## config.mk

```make
export PLATFORM = sky130hd
export DESIGN_NAME = stack_allocator_with_fallback_flat
export DESIGN_NICKNAME = d
export VERILOG_FILES = /design/src/hdl/sal_pkg.sv /design/src/hdl/sal_req_if.sv /design/src/hdl/sal_rsp_if.sv /design/src/hdl/sal_ram.sv /design/src/hdl/stack_allocator_with_fallback.sv /design/src/flat_wrapper.sv
export SDC_FILE = /design/constraint.sdc
export NUM_CORES = 1
export LEC_CHECK = 0
export BUFFER_PORTS_ARGS = -buffer_cell sky130_fd_sc_hd__buf_2
export CAP_MARGIN = 40
export CORE_MARGIN = 2
export CORE_UTILIZATION = 35
export CTS_BUF_LIST = sky130_fd_sc_hd__clkbuf_2 sky130_fd_sc_hd__clkbuf_4 sky130_fd_sc_hd__clkbuf_8
export CTS_CLUSTER_SIZE = 14
export DETAILED_ROUTE_END_ITERATION = 7
export GPL_ROUTABILITY_DRIVEN = 0
export HOLD_SLACK_MARGIN = 0.12
export PLACE_DENSITY = 0.55
export SLEW_MARGIN = 5
export SYNTH_ARGS = -nofsm -noshare
export SYNTH_HDL_FRONTEND = slang
export SYNTH_SLANG_ARGS = --single-unit
```

## constraint.sdc

```tcl
create_clock -name clock -period 9.6 [get_ports clock]
set_input_delay 1.44 -clock clock [delete_from_list [all_inputs] [get_ports clock]]
set_output_delay 1.44 -clock clock [all_outputs]
set_load 0.01 [all_outputs]
```

## src/hdl/sal_pkg.sv

```systemverilog
// ----------------------------------------------------------------------------
// sal_pkg: shared types and constants of the stack allocator
// Field widths, result codes, controller states and register map.
// ----------------------------------------------------------------------------
package sal_pkg;

   // Field widths of the request, result and register port.
   localparam int SIZE_W  = 25;
   localparam int ADDR_W  = 24;
   localparam int TOTAL_W = 30;
   localparam int LIVE_W  = 6;
   localparam int CSR_AW  = 3;
   localparam int CSR_DW  = 32;

   // Largest request size; bigger sizes are clipped to it.
   localparam logic [SIZE_W-1:0] SIZE_LIMIT = 25'h100_0000;

   // Register map and reset value of the capacity register.
   localparam logic CSR_IDX_CAPACITY = 1'b0;
   localparam logic [SIZE_W-1:0] CAPACITY_RESET = 25'h100_0000;

   // Request kinds.
   localparam logic KIND_ALLOC = 1'b0;
   localparam logic KIND_FREE  = 1'b1;

   // Result codes.
   typedef enum logic [1:0] {
      STATUS_OK       = 2'd0,
      STATUS_FULL     = 2'd1,
      STATUS_EMPTY    = 2'd2,
      STATUS_MISMATCH = 2'd3
   } status_type;

   // Controller states.
   typedef enum logic [1:0] {
      ST_IDLE,
      ST_ROUND,
      ST_READ
   } state_type;

   // One result item as held in the output register.
   typedef struct packed {
      status_type         status;
      logic [ADDR_W-1:0]  offset;
      logic               used_fallback;
      logic [SIZE_W-1:0]  block_size;
      logic [TOTAL_W-1:0] allocation_total;
      logic [TOTAL_W-1:0] peak_allocation;
      logic [LIVE_W-1:0]  live_entries;
   } result_type;

endpackage

```

## src/hdl/sal_req_if.sv

```systemverilog
// ----------------------------------------------------------------------------
// sal_req_if: request channel of the stack allocator
// Valid/ready channel carrying one allocate or free item.
// ----------------------------------------------------------------------------
interface sal_req_if;
   import sal_pkg::*;

   logic              valid;
   logic              ready;
   logic              kind;
   logic [SIZE_W-1:0] size;
   logic [ADDR_W-1:0] address;

   modport source (output valid, output kind, output size, output address, input ready);
   modport sink   (input valid, input kind, input size, input address, output ready);

endinterface

```

## src/hdl/sal_rsp_if.sv

```systemverilog
// ----------------------------------------------------------------------------
// sal_rsp_if: result channel of the stack allocator
// Valid/ready channel carrying one result item per request.
// ----------------------------------------------------------------------------
interface sal_rsp_if;
   import sal_pkg::*;

   logic               valid;
   logic               ready;
   status_type         status;
   logic [ADDR_W-1:0]  offset;
   logic               used_fallback;
   logic [SIZE_W-1:0]  block_size;
   logic [TOTAL_W-1:0] allocation_total;
   logic [TOTAL_W-1:0] peak_allocation;
   logic [LIVE_W-1:0]  live_entries;

   modport source (output valid, output status, output offset, output used_fallback,
                   output block_size, output allocation_total, output peak_allocation,
                   output live_entries, input ready);
   modport sink   (input valid, input status, input offset, input used_fallback,
                   input block_size, input allocation_total, input peak_allocation,
                   input live_entries, output ready);

endinterface

```

## src/hdl/sal_ram.sv

```systemverilog
// ----------------------------------------------------------------------------
// sal_ram: generic single-port-write, single-port-read RAM
// One write and one registered read per cycle; no reset of the contents.
// ----------------------------------------------------------------------------
module sal_ram #(
   parameter int WIDTH = 26,
   parameter int DEPTH = 32
) (
   input  logic                                          clock,
   input  logic                                          wr_en,
   input  logic [((DEPTH > 1) ? $clog2(DEPTH) : 1)-1:0] wr_addr,
   input  logic [WIDTH-1:0]                              wr_data,
   input  logic                                          rd_en,
   input  logic [((DEPTH > 1) ? $clog2(DEPTH) : 1)-1:0] rd_addr,
   output logic [WIDTH-1:0]                              rd_data
);

   logic [WIDTH-1:0] mem_ff [DEPTH];
   logic [WIDTH-1:0] rd_data_ff;

   // Write port.
   always_ff @(posedge clock) begin
      if (wr_en) begin
         mem_ff[wr_addr] <= wr_data;
      end
   end

   // Registered read port.
   always_ff @(posedge clock) begin
      if (rd_en) begin
         rd_data_ff <= mem_ff[rd_addr];
      end
   end

   assign rd_data = rd_data_ff;

endmodule

```

## src/hdl/stack_allocator_with_fallback.sv

```systemverilog
// ----------------------------------------------------------------------------
// stack_allocator_with_fallback: LIFO allocator over a byte store
// Requests arrive on req_chan (allocate or free the top block) and each one
// yields exactly one item on rsp_chan. The capacity register is written over
// the csr_ APB-style port at byte address 0; the user must write it only while
// the block is idle, which the block does not enforce. An allocate completes
// on acceptance when ALIGN_BYTES is a power of two; otherwise the size is
// rounded by a multiply with the reciprocal of the alignment. A free waits
// in the read state for the registered read of the entry memory that holds
// the size and fallback mark of every live block. The result sits in an
// output register; a new item is accepted in the cycle that register is
// taken, so allocates can follow one per cycle when ALIGN_BYTES is a power of
// two. On a receiver stall the result holds and no new item is accepted.
// Reset clears the entry count, top, totals and peak and sets the capacity
// to 16 MiB; the entry memory is not cleared, only live entries are read.
// ----------------------------------------------------------------------------
module stack_allocator_with_fallback #(
   parameter int MAX_ENTRIES = 32,
   parameter int ALIGN_BYTES = 32,
   parameter int STORE_BYTES = 16777216
) (
   input  logic                        clock,
   input  logic                        reset,
   sal_req_if.sink                     req_chan,
   sal_rsp_if.source                   rsp_chan,
   input  logic                        csr_psel,
   input  logic                        csr_penable,
   input  logic                        csr_pwrite,
   input  logic [sal_pkg::CSR_AW-1:0]  csr_paddr,
   input  logic [sal_pkg::CSR_DW-1:0]  csr_pwdata,
   output logic [sal_pkg::CSR_DW-1:0]  csr_prdata,
   output logic                        csr_pready
);
   import sal_pkg::*;

   localparam int CNT_W   = $clog2(MAX_ENTRIES + 1);
   localparam int IDX_W   = (MAX_ENTRIES > 1) ? $clog2(MAX_ENTRIES) : 1;
   localparam int ENTRY_W = SIZE_W + 1;
   localparam int ALIGN_LOG = $clog2(ALIGN_BYTES);
   localparam int RECIP_SH  = SIZE_W + ALIGN_LOG;
   localparam int PROD_W    = RECIP_SH + SIZE_W;
   localparam bit ALIGN_POW2 = (ALIGN_BYTES & (ALIGN_BYTES - 1)) == 0;

   localparam logic [SIZE_W:0]    ALIGN_M1   = (SIZE_W + 1)'(ALIGN_BYTES - 1);
   localparam logic [SIZE_W:0]    ALIGN_MASK = ~ALIGN_M1;
   localparam logic [SIZE_W:0]    RECIP      = (SIZE_W + 1)'(
      ((64'd1 << RECIP_SH) + 64'(ALIGN_BYTES) - 64'd1) / 64'(ALIGN_BYTES));
   localparam logic [SIZE_W-1:0]  ALIGN_Q    = SIZE_W'(ALIGN_BYTES);
   localparam logic [CNT_W-1:0]   MAX_CNT    = CNT_W'(MAX_ENTRIES);
   localparam logic [30:0]        STORE_LIM  = 31'(STORE_BYTES);
   localparam logic [1:0]         STEP_FIRST = 2'd2;

   // Registers.
   state_type          state_ff, state_in;
   logic [CNT_W-1:0]   count_ff, count_in;
   logic [SIZE_W-1:0]  top_ff, top_in;
   logic [TOTAL_W-1:0] total_ff, total_in;
   logic [TOTAL_W-1:0] peak_ff, peak_in;
   logic [SIZE_W-1:0]  capacity_ff, capacity_in;
   logic               rsp_valid_ff, rsp_valid_in;
   result_type         result_ff, result_in;
   logic [SIZE_W-1:0]  size_ff, size_in;
   logic [SIZE_W-1:0]  quot_ff, quot_in;
   logic [SIZE_W-1:0]  rnd_ff, rnd_in;
   logic [1:0]         step_ff, step_in;
   logic [ADDR_W-1:0]  addr_ff, addr_in;

   // Handshake and decode.
   logic               accept;
   logic               is_alloc;
   logic               is_free;
   logic               full;
   logic               empty;
   logic               slot_free;
   logic               csr_write;
   logic               csr_hit;

   // Rounding.
   logic [SIZE_W-1:0]  size_clamped;
   logic [SIZE_W:0]    p2_sum;
   logic [SIZE_W-1:0]  p2_rsz;
   logic [PROD_W-1:0]  recip_prod;
   logic               last_step;
   logic [SIZE_W-1:0]  rsz;

   // Allocate outcome.
   logic               alloc_go;
   logic [SIZE_W-1:0]  cap_eff;
   logic [SIZE_W:0]    alloc_end;
   logic               alloc_fb;
   logic [TOTAL_W-1:0] alloc_total;
   logic [TOTAL_W-1:0] alloc_peak;

   // Free outcome.
   logic [ENTRY_W-1:0] rd_entry;
   logic [SIZE_W-1:0]  free_size;
   logic               free_fb;
   logic [SIZE_W-1:0]  free_top;
   logic [ADDR_W-1:0]  free_expect;
   logic               free_match;
   logic               free_go;

   // Memory port controls.
   logic               ram_rd_en;
   logic [IDX_W-1:0]   ram_rd_addr;
   logic [IDX_W-1:0]   ram_wr_addr;
   logic [ENTRY_W-1:0] ram_wr_data;

   // Entry memory: size and fallback mark of each live block.
   sal_ram #(
      .WIDTH (ENTRY_W),
      .DEPTH (MAX_ENTRIES)
   ) u_entries (
      .clock   (clock),
      .wr_en   (alloc_go),
      .wr_addr (ram_wr_addr),
      .wr_data (ram_wr_data),
      .rd_en   (ram_rd_en),
      .rd_addr (ram_rd_addr),
      .rd_data (rd_entry)
   );

   // Request decode and stack occupancy.
   assign accept    = req_chan.valid && req_chan.ready;
   assign is_alloc  = req_chan.kind == KIND_ALLOC;
   assign is_free   = req_chan.kind == KIND_FREE;
   assign full      = count_ff >= MAX_CNT;
   assign empty     = (count_ff == '0) || (count_ff > MAX_CNT);
   assign slot_free = !rsp_valid_ff || rsp_chan.ready;

   // Power-of-two rounding is a single add and mask.
   assign size_clamped = (req_chan.size > SIZE_LIMIT) ? SIZE_LIMIT : req_chan.size;
   assign p2_sum       = {1'b0, size_clamped} + ALIGN_M1;
   assign p2_rsz       = p2_sum[SIZE_W-1:0] & ALIGN_MASK[SIZE_W-1:0];

   // Other alignments: the quotient of the biased size comes from a multiply
   // with the scaled reciprocal, then a constant multiply gives the bytes.
   assign recip_prod = PROD_W'(size_ff) * PROD_W'(RECIP);
   assign last_step  = step_ff == '0;

   // The allocate completes in the accept cycle or after the last rounding step.
   assign alloc_go = ALIGN_POW2 ? (accept && is_alloc && !full)
                                : ((state_ff == ST_ROUND) && last_step);
   assign rsz      = ALIGN_POW2 ? p2_rsz : rnd_ff;

   // Fit check against the capacity clipped to the store size.
   assign cap_eff     = ({6'b0, capacity_ff} > STORE_LIM) ? STORE_LIM[SIZE_W-1:0]
                                                          : capacity_ff;
   assign alloc_end   = {1'b0, top_ff} + {1'b0, rsz};
   assign alloc_fb    = alloc_end > {1'b0, cap_eff};
   assign alloc_total = total_ff + TOTAL_W'(rsz);
   assign alloc_peak  = (alloc_total > peak_ff) ? alloc_total : peak_ff;

   // Free check against the top entry read from memory.
   assign free_size   = rd_entry[SIZE_W-1:0];
   assign free_fb     = rd_entry[SIZE_W];
   assign free_top    = top_ff - free_size;
   assign free_expect = free_fb ? '0 : free_top[ADDR_W-1:0];
   assign free_match  = addr_ff == free_expect;
   assign free_go     = (state_ff == ST_READ) && free_match;

   // Memory addresses: push at the count, pop reads the entry below it.
   assign ram_wr_addr = count_ff[IDX_W-1:0];
   assign ram_wr_data = {alloc_fb, rsz};
   assign ram_rd_addr = IDX_W'(count_ff - CNT_W'(1));

   // Next state.
   always_comb begin
      state_in = state_ff;
      case (state_ff)
         ST_IDLE: begin
            if (accept) begin
               if (is_alloc && !full && !ALIGN_POW2) begin
                  state_in = ST_ROUND;
               end else if (is_free && !empty) begin
                  state_in = ST_READ;
               end
            end
         end
         ST_ROUND: begin
            if (last_step) begin
               state_in = ST_IDLE;
            end
         end
         ST_READ: begin
            state_in = ST_IDLE;
         end
         default: begin
            state_in = ST_IDLE;
         end
      endcase
   end

   // Controller outputs.
   always_comb begin
      req_chan.ready = 1'b0;
      ram_rd_en      = 1'b0;
      case (state_ff)
         ST_IDLE: begin
            req_chan.ready = slot_free && !reset;
            ram_rd_en      = req_chan.valid && slot_free && is_free && !empty;
         end
         ST_ROUND: begin
            req_chan.ready = 1'b0;
         end
         ST_READ: begin
            req_chan.ready = 1'b0;
         end
         default: begin
            req_chan.ready = 1'b0;
         end
      endcase
   end

   // Allocator state and result register.
   always_comb begin
      count_in     = count_ff;
      top_in       = top_ff;
      total_in     = total_ff;
      peak_in      = peak_ff;
      rsp_valid_in = rsp_valid_ff && !rsp_chan.ready;
      result_in    = result_ff;

      if (alloc_go) begin
         count_in = count_ff + CNT_W'(1);
         total_in = alloc_total;
         peak_in  = alloc_peak;
         if (!alloc_fb) begin
            top_in = alloc_end[SIZE_W-1:0];
         end
         rsp_valid_in               = 1'b1;
         result_in.status           = STATUS_OK;
         result_in.offset           = alloc_fb ? '0 : top_ff[ADDR_W-1:0];
         result_in.used_fallback    = alloc_fb;
         result_in.block_size       = rsz;
         result_in.allocation_total = alloc_total;
         result_in.peak_allocation  = alloc_peak;
         result_in.live_entries     = LIVE_W'(count_ff + CNT_W'(1));
      end else if (free_go) begin
         count_in = count_ff - CNT_W'(1);
         total_in = total_ff - TOTAL_W'(free_size);
         if (!free_fb) begin
            top_in = free_top;
         end
         rsp_valid_in               = 1'b1;
         result_in.status           = STATUS_OK;
         result_in.offset           = '0;
         result_in.used_fallback    = free_fb;
         result_in.block_size       = free_size;
         result_in.allocation_total = total_ff - TOTAL_W'(free_size);
         result_in.peak_allocation  = peak_ff;
         result_in.live_entries     = LIVE_W'(count_ff - CNT_W'(1));
      end else if ((state_ff == ST_READ) || (accept && is_alloc && full)
                   || (accept && is_free && empty)) begin
         // Refused request: state stays, only the code differs.
         rsp_valid_in               = 1'b1;
         result_in.status           = (state_ff == ST_READ) ? STATUS_MISMATCH
                                    : (is_alloc ? STATUS_FULL : STATUS_EMPTY);
         result_in.offset           = '0;
         result_in.used_fallback    = 1'b0;
         result_in.block_size       = '0;
         result_in.allocation_total = total_ff;
         result_in.peak_allocation  = peak_ff;
         result_in.live_entries     = LIVE_W'(count_ff);
      end
   end

   // Request capture and the rounding steps.
   always_comb begin
      size_in = size_ff;
      addr_in = addr_ff;
      quot_in = quot_ff;
      rnd_in  = rnd_ff;
      step_in = step_ff;
      if (accept) begin
         size_in = p2_sum[SIZE_W-1:0];
         addr_in = req_chan.address;
         step_in = STEP_FIRST;
      end else if (state_ff == ST_ROUND) begin
         quot_in = recip_prod[RECIP_SH +: SIZE_W];
         rnd_in  = quot_ff * ALIGN_Q;
         step_in = step_ff - 2'd1;
      end
   end

   // Configuration port: one register, always ready.
   assign csr_pready  = 1'b1;
   assign csr_write   = csr_psel && csr_penable && csr_pwrite && csr_pready;
   assign csr_hit     = csr_paddr[2] == CSR_IDX_CAPACITY;
   assign capacity_in = (csr_write && csr_hit) ? csr_pwdata[SIZE_W-1:0] : capacity_ff;
   assign csr_prdata  = csr_hit ? CSR_DW'(capacity_ff) : '0;

   // Control registers.
   always_ff @(posedge clock) begin
      if (reset) begin
         state_ff     <= ST_IDLE;
         count_ff     <= '0;
         top_ff       <= '0;
         total_ff     <= '0;
         peak_ff      <= '0;
         capacity_ff  <= CAPACITY_RESET;
         rsp_valid_ff <= 1'b0;
      end else begin
         state_ff     <= state_in;
         count_ff     <= count_in;
         top_ff       <= top_in;
         total_ff     <= total_in;
         peak_ff      <= peak_in;
         capacity_ff  <= capacity_in;
         rsp_valid_ff <= rsp_valid_in;
      end
   end

   // Payload registers.
   always_ff @(posedge clock) begin
      result_ff <= result_in;
      size_ff   <= size_in;
      addr_ff   <= addr_in;
      quot_ff   <= quot_in;
      rnd_ff    <= rnd_in;
      step_ff   <= step_in;
   end

   // Result channel.
   assign rsp_chan.valid            = rsp_valid_ff;
   assign rsp_chan.status           = result_ff.status;
   assign rsp_chan.offset           = result_ff.offset;
   assign rsp_chan.used_fallback    = result_ff.used_fallback;
   assign rsp_chan.block_size       = result_ff.block_size;
   assign rsp_chan.allocation_total = result_ff.allocation_total;
   assign rsp_chan.peak_allocation  = result_ff.peak_allocation;
   assign rsp_chan.live_entries     = result_ff.live_entries;

   // The entry count never runs past the memory depth.
   a_count_bound: assert property (@(posedge clock) disable iff (reset)
      count_ff <= MAX_CNT)
      else $error("entry count exceeds the stack depth");

   // A pending memory read always finds the output register empty.
   a_read_slot: assert property (@(posedge clock) disable iff (reset)
      (state_ff == ST_READ) |-> !rsp_valid_ff)
      else $error("output register occupied during a free lookup");

   // A free of a nonempty stack goes to the memory lookup.
   a_free_lookup: assert property (@(posedge clock) disable iff (reset)
      (accept && is_free && !empty) |=> (state_ff == ST_READ))
      else $error("free did not start a memory lookup");

   // A push is never committed on a full stack.
   a_push_room: assert property (@(posedge clock) disable iff (reset)
      alloc_go |-> !full)
      else $error("allocate committed on a full stack");

   // A full status is reported only while the stack is full.
   a_full_code: assert property (@(posedge clock) disable iff (reset)
      (rsp_valid_ff && (result_ff.status == STATUS_FULL)) |-> (count_ff == MAX_CNT))
      else $error("full status with room on the stack");

endmodule

```

## src/flat_wrapper.sv

```systemverilog
// flat-port wrapper written by rule: the top's interface ports become plain ports
module stack_allocator_with_fallback_flat import sal_pkg::*;
#(
   parameter int MAX_ENTRIES = 32,
   parameter int ALIGN_BYTES = 32,
   parameter int STORE_BYTES = 16777216
)
  (clock, reset, csr_psel, csr_penable, csr_pwrite, csr_paddr, csr_pwdata, csr_prdata, csr_pready, req_chan_valid, req_chan_kind, req_chan_size, req_chan_address, req_chan_ready, rsp_chan_valid, rsp_chan_status, rsp_chan_offset, rsp_chan_used_fallback, rsp_chan_block_size, rsp_chan_allocation_total, rsp_chan_peak_allocation, rsp_chan_live_entries, rsp_chan_ready);
  sal_req_if req_chan_i ();
  sal_rsp_if rsp_chan_i ();
  input  logic clock;
  input  logic reset;
  input  logic csr_psel;
  input  logic csr_penable;
  input  logic csr_pwrite;
  input  logic [sal_pkg::CSR_AW-1:0] csr_paddr;
  input  logic [sal_pkg::CSR_DW-1:0] csr_pwdata;
  output logic [sal_pkg::CSR_DW-1:0] csr_prdata;
  output logic csr_pready;
  input wire logic [$bits(req_chan_i.valid)-1:0] req_chan_valid;
  input wire logic [$bits(req_chan_i.kind)-1:0] req_chan_kind;
  input wire logic [$bits(req_chan_i.size)-1:0] req_chan_size;
  input wire logic [$bits(req_chan_i.address)-1:0] req_chan_address;
  output wire logic [$bits(req_chan_i.ready)-1:0] req_chan_ready;
  output wire logic [$bits(rsp_chan_i.valid)-1:0] rsp_chan_valid;
  output wire logic [$bits(rsp_chan_i.status)-1:0] rsp_chan_status;
  output wire logic [$bits(rsp_chan_i.offset)-1:0] rsp_chan_offset;
  output wire logic [$bits(rsp_chan_i.used_fallback)-1:0] rsp_chan_used_fallback;
  output wire logic [$bits(rsp_chan_i.block_size)-1:0] rsp_chan_block_size;
  output wire logic [$bits(rsp_chan_i.allocation_total)-1:0] rsp_chan_allocation_total;
  output wire logic [$bits(rsp_chan_i.peak_allocation)-1:0] rsp_chan_peak_allocation;
  output wire logic [$bits(rsp_chan_i.live_entries)-1:0] rsp_chan_live_entries;
  input wire logic [$bits(rsp_chan_i.ready)-1:0] rsp_chan_ready;
  assign req_chan_i.valid = req_chan_valid;
  assign req_chan_i.kind = req_chan_kind;
  assign req_chan_i.size = req_chan_size;
  assign req_chan_i.address = req_chan_address;
  assign req_chan_ready = req_chan_i.ready;
  assign rsp_chan_valid = rsp_chan_i.valid;
  assign rsp_chan_status = rsp_chan_i.status;
  assign rsp_chan_offset = rsp_chan_i.offset;
  assign rsp_chan_used_fallback = rsp_chan_i.used_fallback;
  assign rsp_chan_block_size = rsp_chan_i.block_size;
  assign rsp_chan_allocation_total = rsp_chan_i.allocation_total;
  assign rsp_chan_peak_allocation = rsp_chan_i.peak_allocation;
  assign rsp_chan_live_entries = rsp_chan_i.live_entries;
  assign rsp_chan_i.ready = rsp_chan_ready;
  stack_allocator_with_fallback #(.MAX_ENTRIES(MAX_ENTRIES), .ALIGN_BYTES(ALIGN_BYTES), .STORE_BYTES(STORE_BYTES)) u_core (.clock(clock), .reset(reset), .req_chan(req_chan_i), .rsp_chan(rsp_chan_i), .csr_psel(csr_psel), .csr_penable(csr_penable), .csr_pwrite(csr_pwrite), .csr_paddr(csr_paddr), .csr_pwdata(csr_pwdata), .csr_prdata(csr_prdata), .csr_pready(csr_pready));
endmodule
```

==> results of run 1 <==
==> logic make-up (layout without fill, tap and decap cells) <==
kind of cell,after synthesis,in the layout
and+or+nand+nor,648,648
DFF,928,928
adders and majority gates,132,132
AOI/OAI and AO/OA,448,448
xor gates and xnor gates,87,87
buffers and inverters,238,659
other,2,33
muxes,271,271
==> area by class of cell <==
| type | count | area, um^2 |
|---|---|---|
| Clock inverter | 51 | 399 |
| Fill cell | 10900 | 70100 |
| Sequential cell | 928 | 26800 |
| Multi-Input combinational cell | 1609 | 14400 |
| Clock buffer | 215 | 2590 |
| Tap cell | 1600 | 2000 |
| Inverter | 97 | 367 |
| Antenna cell | 10 | 25.0 |
| Timing Repair Buffer | 296 | 1820 |
==> power groups by stage <==
stage | logic (mW) | registers, mW | clock network (mW)
global route | 1.01 | 4.52 | 3.71
global placement | 0.911 | 4.60 | 0
detailed placement | 0.926 | 4.60 | 0
CTS | 0.930 | 4.52 | 3.54
finish | 0.925 | 4.52 | 3.45
floorplan | 0.584 | 4.60 | 0
==> cell usage in the layout (no fill, tap or decap), drive strengths merged, types with 56 or more instances in the layout <==
| cell | Yosys | layout |
|---|---|---|
| edfxtp | 818 | 818 |
| buf | 55 | 296 |
| clkbuf | 86 | 215 |
| mux4 | 210 | 210 |
| nand2 | 168 | 168 |
| nor2 | 151 | 151 |
| ha | 128 | 128 |
| a21oi | 128 | 128 |
| dfxtp | 110 | 110 |
| inv | 97 | 107 |
| o21ai | 64 | 64 |
| xnor2 | 62 | 62 |
| and2 | 58 | 58 |
| nand3 | 56 | 56 |
==> state kept, by name, indices dropped and copies added, names as in the netlist, 19 cells and up <==
| name | cells |
|---|---|
| u_core.u_entries.mem_ff | 672 |
| u_core.peak_ff | 30 |
| u_core.rsp_chan.peak_allocation | 30 |
| u_core.capacity_ff | 25 |
| u_core.rsp_chan.allocation_total | 25 |
| u_core.total_ff | 25 |
| u_core.addr_ff | 24 |
| u_core.u_entries.rd_data | 21 |
| u_core.rsp_chan.block_size | 20 |
| u_core.top_ff | 20 |
| u_core.rsp_chan.offset | 19 |
==> critical path: cells and delay by family <==
| family | cells | cell delay [ps] |
|---|---|---|
| adder cells (fa/ha/maj) | 3 | 950 |
| XOR/XNOR | 1 | 180 |
| multiplexers | 1 | 380 |
| buffers and inverters | 4 | 640 |
| AO/OA/AOI/OAI | 15 | 3320 |
| AND/OR/NAND/NOR | 5 | 1420 |
==> through the flow <==
step / utilization / instance area [um^2] / hold slack (ps) / worst slack, ps
finish: 0.408 / 48300 / 469 / 1940
global route: 0.408 / 48300 / 492 / 1460
CTS: 0.408 / 48300 / 470 / 1950
detailed placement: 0.383 / 45300 / 461 / 1070
global placement: 0.381 / 45100 / 459 / 776
floorplan: - / 42000 / 439 / 919
==> how the worst min path moves through the flow <==
| stage | startpoint | to | slack, ps | depth (start not counted) |
|---|---|---|---|---|
| 4_1_cts | u_core.capacity_ff[2]$_SDFFE_PP0P_ | u_core.capacity_ff[2]$_SDFFE_PP0P_ | 470 | 2 |
| 6_report | u_core.capacity_ff[2]$_SDFFE_PP0P_ | u_core.capacity_ff[2]$_SDFFE_PP0P_ | 470 | 2 |
| 2_1_floorplan | u_core.capacity_ff[4]$_SDFFE_PP0P_ | u_core.capacity_ff[4]$_SDFFE_PP0P_ | 440 | 2 |
| 5_1_grt | u_core.capacity_ff[2]$_SDFFE_PP0P_ | u_core.capacity_ff[2]$_SDFFE_PP0P_ | 490 | 2 |
| 3_3_place_gp | u_core.capacity_ff[2]$_SDFFE_PP0P_ | u_core.capacity_ff[2]$_SDFFE_PP0P_ | 460 | 2 |
| 3_5_place_dp | u_core.capacity_ff[2]$_SDFFE_PP0P_ | u_core.capacity_ff[2]$_SDFFE_PP0P_ | 460 | 2 |
==> layer usage <==
layer / up-vias / wire (um)
met2: 937 / 54000
li1: 11400 / -
met3: 186 / 9080
met1: 12900 / 52100
met4: 4 / 2950
met5: - / 23
==> flow_summary.yaml, run 1 <==
floorplanning:
  die_w_um: 350
  fp.dieH_um: 350
  initial_core_util: 0.354
  core_region_area_um2: 118000
  cell_row_count: 126
  count_of_pins_on_the_block_boundary: 245
  floorplan.die_area_um2: 122000
logic_synthesis:
  post_synth_inst_count: 2754
  yosys.cell_count.top_type: "sky130_fd_sc_hd__edfxtp_1"
  area_share_of_xor_xnor_cells_in_the_synthesized_design: 0.0182
  synthMuxAreaShare: 0.129
  synth_compound_area_frac: 0.0720
  simple_logic_cell_fraction_of_the_synthesized_area: 0.0770
  synth_adder_area_share: 0.0402
  synth_warnings: 0
  synth_async_sr_flop_share: 0
  area_contributors_post_synth: "sky130_fd_sc_hd__edfxtp_1 59%, sky130_fd_sc_hd__mux4_2 11%, sky130_fd_sc_hd__dfxtp_1 5.3%"
  synth-edff-count: 818
  dominantRegCellSynth: "sky130_fd_sc_hd__edfxtp_1"
  synth.cells.most_frequent: "818 x sky130_fd_sc_hd__edfxtp_1, 210 x sky130_fd_sc_hd__mux4_2, 168 x sky130_fd_sc_hd__nand2_1"
  syn_area_um2: 41900
  synth.lib_cells_used.distinct: 87
  synth-seq-cells: 928
  combinational_family_with_the_most_area_after_synthesis: "multiplexers"
  synthDominantCellAreaShare: 0.587
  netlist.top_cell.by_area: "sky130_fd_sc_hd__edfxtp_1"
  sequential_share_of_the_synthesized_area: 0.639
  synthesis.area_per_instance_um2: 15.2
run:
  timing.max_cap.violations: 0
finish:
  net_count_of_the_finished_layout: 3306
  drive_above_1_share: 0.277
  fin_cells: 4806
  area_delta_synth_final_pct: 15.4
drt:
  detail_route.first_pass.iterations: 6
  antenna_left: 0
  drt_iter0_markers: 2301
  post_drt_via_cell_ratio: 5.30
  drc: 0
  wl_um: 118000
  detailroute.via_count: 25500
  wl_per_cell_um: 24.6
power:
  power.density_nw_per_um2: 184
  sw_frac_of_total: 0.250
  clock_power_share: 0.388
  pwr-share-seq: 0.508
  cell_internal_pwr_mw: 6.67
  combPwrFrac: 0.104
  p_leak_nw: 17.0
  vdd_drop_max_mv: 0.132
  design_power_total_mw: 8.89
  power.switching_mw: 2.22
setup_path:
  path_class: "in -> reg"
  worst-endpoint-arrival_ps: 8360
  crit_path_end: "u_core.peak_ff[5]$_SDFFE_PP0P_"
  timing.critical_path.required_ps: 10300
  reg2reg_capture_point: "u_core.peak_ff[5]$_SDFFE_PP0P_"
  standard_cell_with_the_maximum_stage_delay_on_the_critical_path: "sky130_fd_sc_hd__nor3_1"
  critical_path.endpoint_type: "flop"
  reg2reg_slack_ps: 3770
  cp-startpoint: "req_chan_size[4]"
  crit-reg2reg-launch: "u_core.total_ff[5]$_SDFFE_PP0P_"
  path_common_cell: "sky130_fd_sc_hd__a21o_1"
  crit_path_start_kind: "input port"
  worstPathMaxFanout: 24
  crit_path_max_incr_delay_ps: 500
  r2r_depth: 24
timing:
  report.final.slew_viol_count: 0
  worst_clock_skew_ps: 32.3
  worst-slew-pin-transition_ps: 922
  rsz0062_at_grt: "no"
  finalHoldViolations: 0
  setup_viol: 0
  max-slew-margin-rel: 0.385
  timing.fmax_ghz: 0.131
  fin_setup_tns_ps: 0
  layout_worst_path_cycle_share: 0.798
  fin_crit_ps: 7660
clock_tree:
  cts_resized: 0
  post-cts-setup-buffer-count: 0
  clock_tree.buffer_depth: 3
  htreeDepth: 4
  tritoncts_clock_tree: "done"
  insertion_delay_ps: 840
  clkTransAtPathRegs_ps: 60
  cts_inserted_buffers: 150
  post_cts_hold_buffer_count: 0
  clk_root_buffer_cell: "sky130_fd_sc_hd__clkbuf_8"
  clock_sinks: 928
global_routing:
  grt_first_pass_wirelength_um: 171000
  use_met3: 0.0466
  grt_pass1_vias: 25000
  initial_antenna_violation_count: 15
  grt_start_max_net_pins: 107
  globalRouteMet1Util: 0.266
  grt_overflow_total: 0
  globalRoute.busiestLayer: "met2"
  groute.usage.overall: 0.192
  grt_use_met2: 0.299
outcome:
  outcome: "complete, no violations"
placed_design:
  place.port_buffers: 212
  place.detailed.instances: 4530
  dp_hpwl_um: 78700
min_path:
  min_path_type: "reg -> reg"
No activity file was read; power rests on OpenSTA's default activity.
==> inputs of run 2 (changes only) <==
Clock period 9.6 ns to 7.9 ns, I/O delays scaled along.
==> flow_summary.yaml, run 2 (synthesis gave the netlist of run 1 again) <==
timing:
  rsz0062_at_grt: "no"
  fin_crit_ps: 6880
  worst_clock_skew_ps: 35.8
  setup_viol: 0
  report.final.slew_viol_count: 0
  layout_worst_path_cycle_share: 0.871
  finalHoldViolations: 0
  worst-slew-pin-transition_ps: 1010
  max-slew-margin-rel: 0.325
  fin_setup_tns_ps: 0
  timing.fmax_ghz: 0.145
power:
  clock_power_share: 0.387
  sw_frac_of_total: 0.250
  vdd_drop_max_mv: 0.170
  combPwrFrac: 0.106
  power.density_nw_per_um2: 222
  cell_internal_pwr_mw: 8.11
  p_leak_nw: 17.3
  power.switching_mw: 2.71
  pwr-share-seq: 0.507
finish:
  net_count_of_the_finished_layout: 3355
  area_delta_synth_final_pct: 16.7
  drive_above_1_share: 0.288
  num-fill-cells: 10800
  largest_register_ff_count: 672
  layout_commonest_cell: "sky130_fd_sc_hd__edfxtp_1"
  most-common-layout-cells: "818 x sky130_fd_sc_hd__edfxtp_1, 212 x sky130_fd_sc_hd__buf_2, 210 x sky130_fd_sc_hd__mux4_2, 168 x sky130_fd_sc_hd__nand2_1, 164 x sky130_fd_sc_hd__clkbuf_8"
  fin_cells: 4849
  largest-register: "u_core.u_entries.mem_ff"
setup_path:
  worstPathMaxFanout: 35
  path_class: "in -> reg"
  r2r_depth: 23
  standard_cell_with_the_maximum_stage_delay_on_the_critical_path: "sky130_fd_sc_hd__o311ai_0"
  timing.critical_path.required_ps: 8610
  worst-endpoint-arrival_ps: 7590
  crit_path_max_incr_delay_ps: 630
  path_common_cell: "sky130_fd_sc_hd__a21o_1"
  crit_path_start_kind: "input port"
  critical_path.endpoint_type: "flop"
min_path:
  min_path_type: "reg -> reg"
  worstHoldPathCells: 2
floorplanning:
  cell_row_count: 126
  die_w_um: 350
  core_region_area_um2: 118000
  fp.dieH_um: 350
  count_of_pins_on_the_block_boundary: 245
  floorplan.die_area_um2: 122000
  initial_core_util: 0.354
clock_tree:
  clock_sinks: 928
  clkTransAtPathRegs_ps: 60
  clock_tree.buffer_depth: 3
  post_cts_hold_buffer_count: 0
  cts_inserted_buffers: 153
  tritoncts_clock_tree: "done"
  htreeDepth: 4
  cts_resized: 0
  post-cts-setup-buffer-count: 0
  insertion_delay_ps: 840
  clk_root_buffer_cell: "sky130_fd_sc_hd__clkbuf_8"
global_routing:
  grt_pass1_vias: 25300
  grt_start_max_net_pins: 100
  grt_first_pass_wirelength_um: 176000
  grt_overflow_total: 0
  initial_antenna_violation_count: 11
  groute.usage.overall: 0.198
drt:
  post_drt_via_cell_ratio: 5.33
  wl_per_cell_um: 25.1
  drt_iter0_markers: 2352
  antenna_left: 0
  detail_route.first_pass.iterations: 6
  wl_um: 122000
  drc: 0
  detailroute.via_count: 25800
placed_design:
  place.port_buffers: 212
  dp_hpwl_um: 82100
  place.detailed.instances: 4576
outcome:
  outcome: "complete, no violations"
run:
  timing.max_cap.violations: 0
==> run 2: changes by cell type in the layout (fill, tap and decap cells not counted), sizes merged <==
cell / before / now
bufinv: 3 / 2
diode: 10 / 1
inv: 107 / 106
buf: 296 / 342
clkinv: 35 / 46
clkbuf: 215 / 212
==> run 2: layer usage <==
metal  GRT usage  routed length (um)  vias up
met3      0.0405                8250      203
li1            -                   -    11500
met5           0                  20        -
met4      0.0736                3950        4
met2       0.305               55000      931
met1       0.278               54500    13200
==> run 2: path summary, 6_finish.rpt <==
path                                       from                                  to  slack [ps]
max                            req_chan_size[6]     u_core.peak_ff[18]$_SDFFE_PP0P_        1020
min reg2reg  u_core.capacity_ff[3]$_SDFFE_PP0P_  u_core.capacity_ff[3]$_SDFFE_PP0P_         470
max reg2reg     u_core.total_ff[5]$_SDFFE_PP0P_     u_core.peak_ff[18]$_SDFFE_PP0P_        2140
min          u_core.capacity_ff[3]$_SDFFE_PP0P_  u_core.capacity_ff[3]$_SDFFE_PP0P_         470
==> run 2: metrics by stage <==
stage	utilization	worst slack (ps)	area (um^2)	total power [mW]	hold slack [ps]
final	0.413	1020	48900	10.8	468
after floorplan	-	210	42000	6.30	439
after global placement	0.384	258	45500	6.72	458
after CTS	0.413	1100	48900	10.9	467
after detailed placement	0.387	225	45900	6.74	459
after global routing	0.413	580	48900	11.2	493
==> run 2: final cells by class <==
type,count,area [um^2],share of cell area
tap,1600,2000,0.0410
sequential,928,26800,0.548
multi-input combinational,1609,14400,0.295
timing repair buffer,342,2310,0.0473
clock inverter,60,385,0.00789
antenna,1,2.50,0.0000512
clock buffer,212,2620,0.0536
inverter,97,367,0.00750
==> run 2: power by group through the flow <==
stage	clock, mW	sequential [mW]	combinational [mW]
2_1_floorplan	0	5.59	0.710
4_1_cts	4.28	5.49	1.16
5_1_grt	4.49	5.49	1.25
3_5_place_dp	0	5.59	1.15
3_3_place_gp	0	5.59	1.13
6_report	4.19	5.49	1.15
==> run 2: worst max-delay path: cells and delay by family <==
kind	cells	cell delay (ps)
buf+inv	4	580
compound gates	14	3390
mux	1	370
fa+ha+maj	2	700
simple gates	5	1190
xor+xnor	1	140
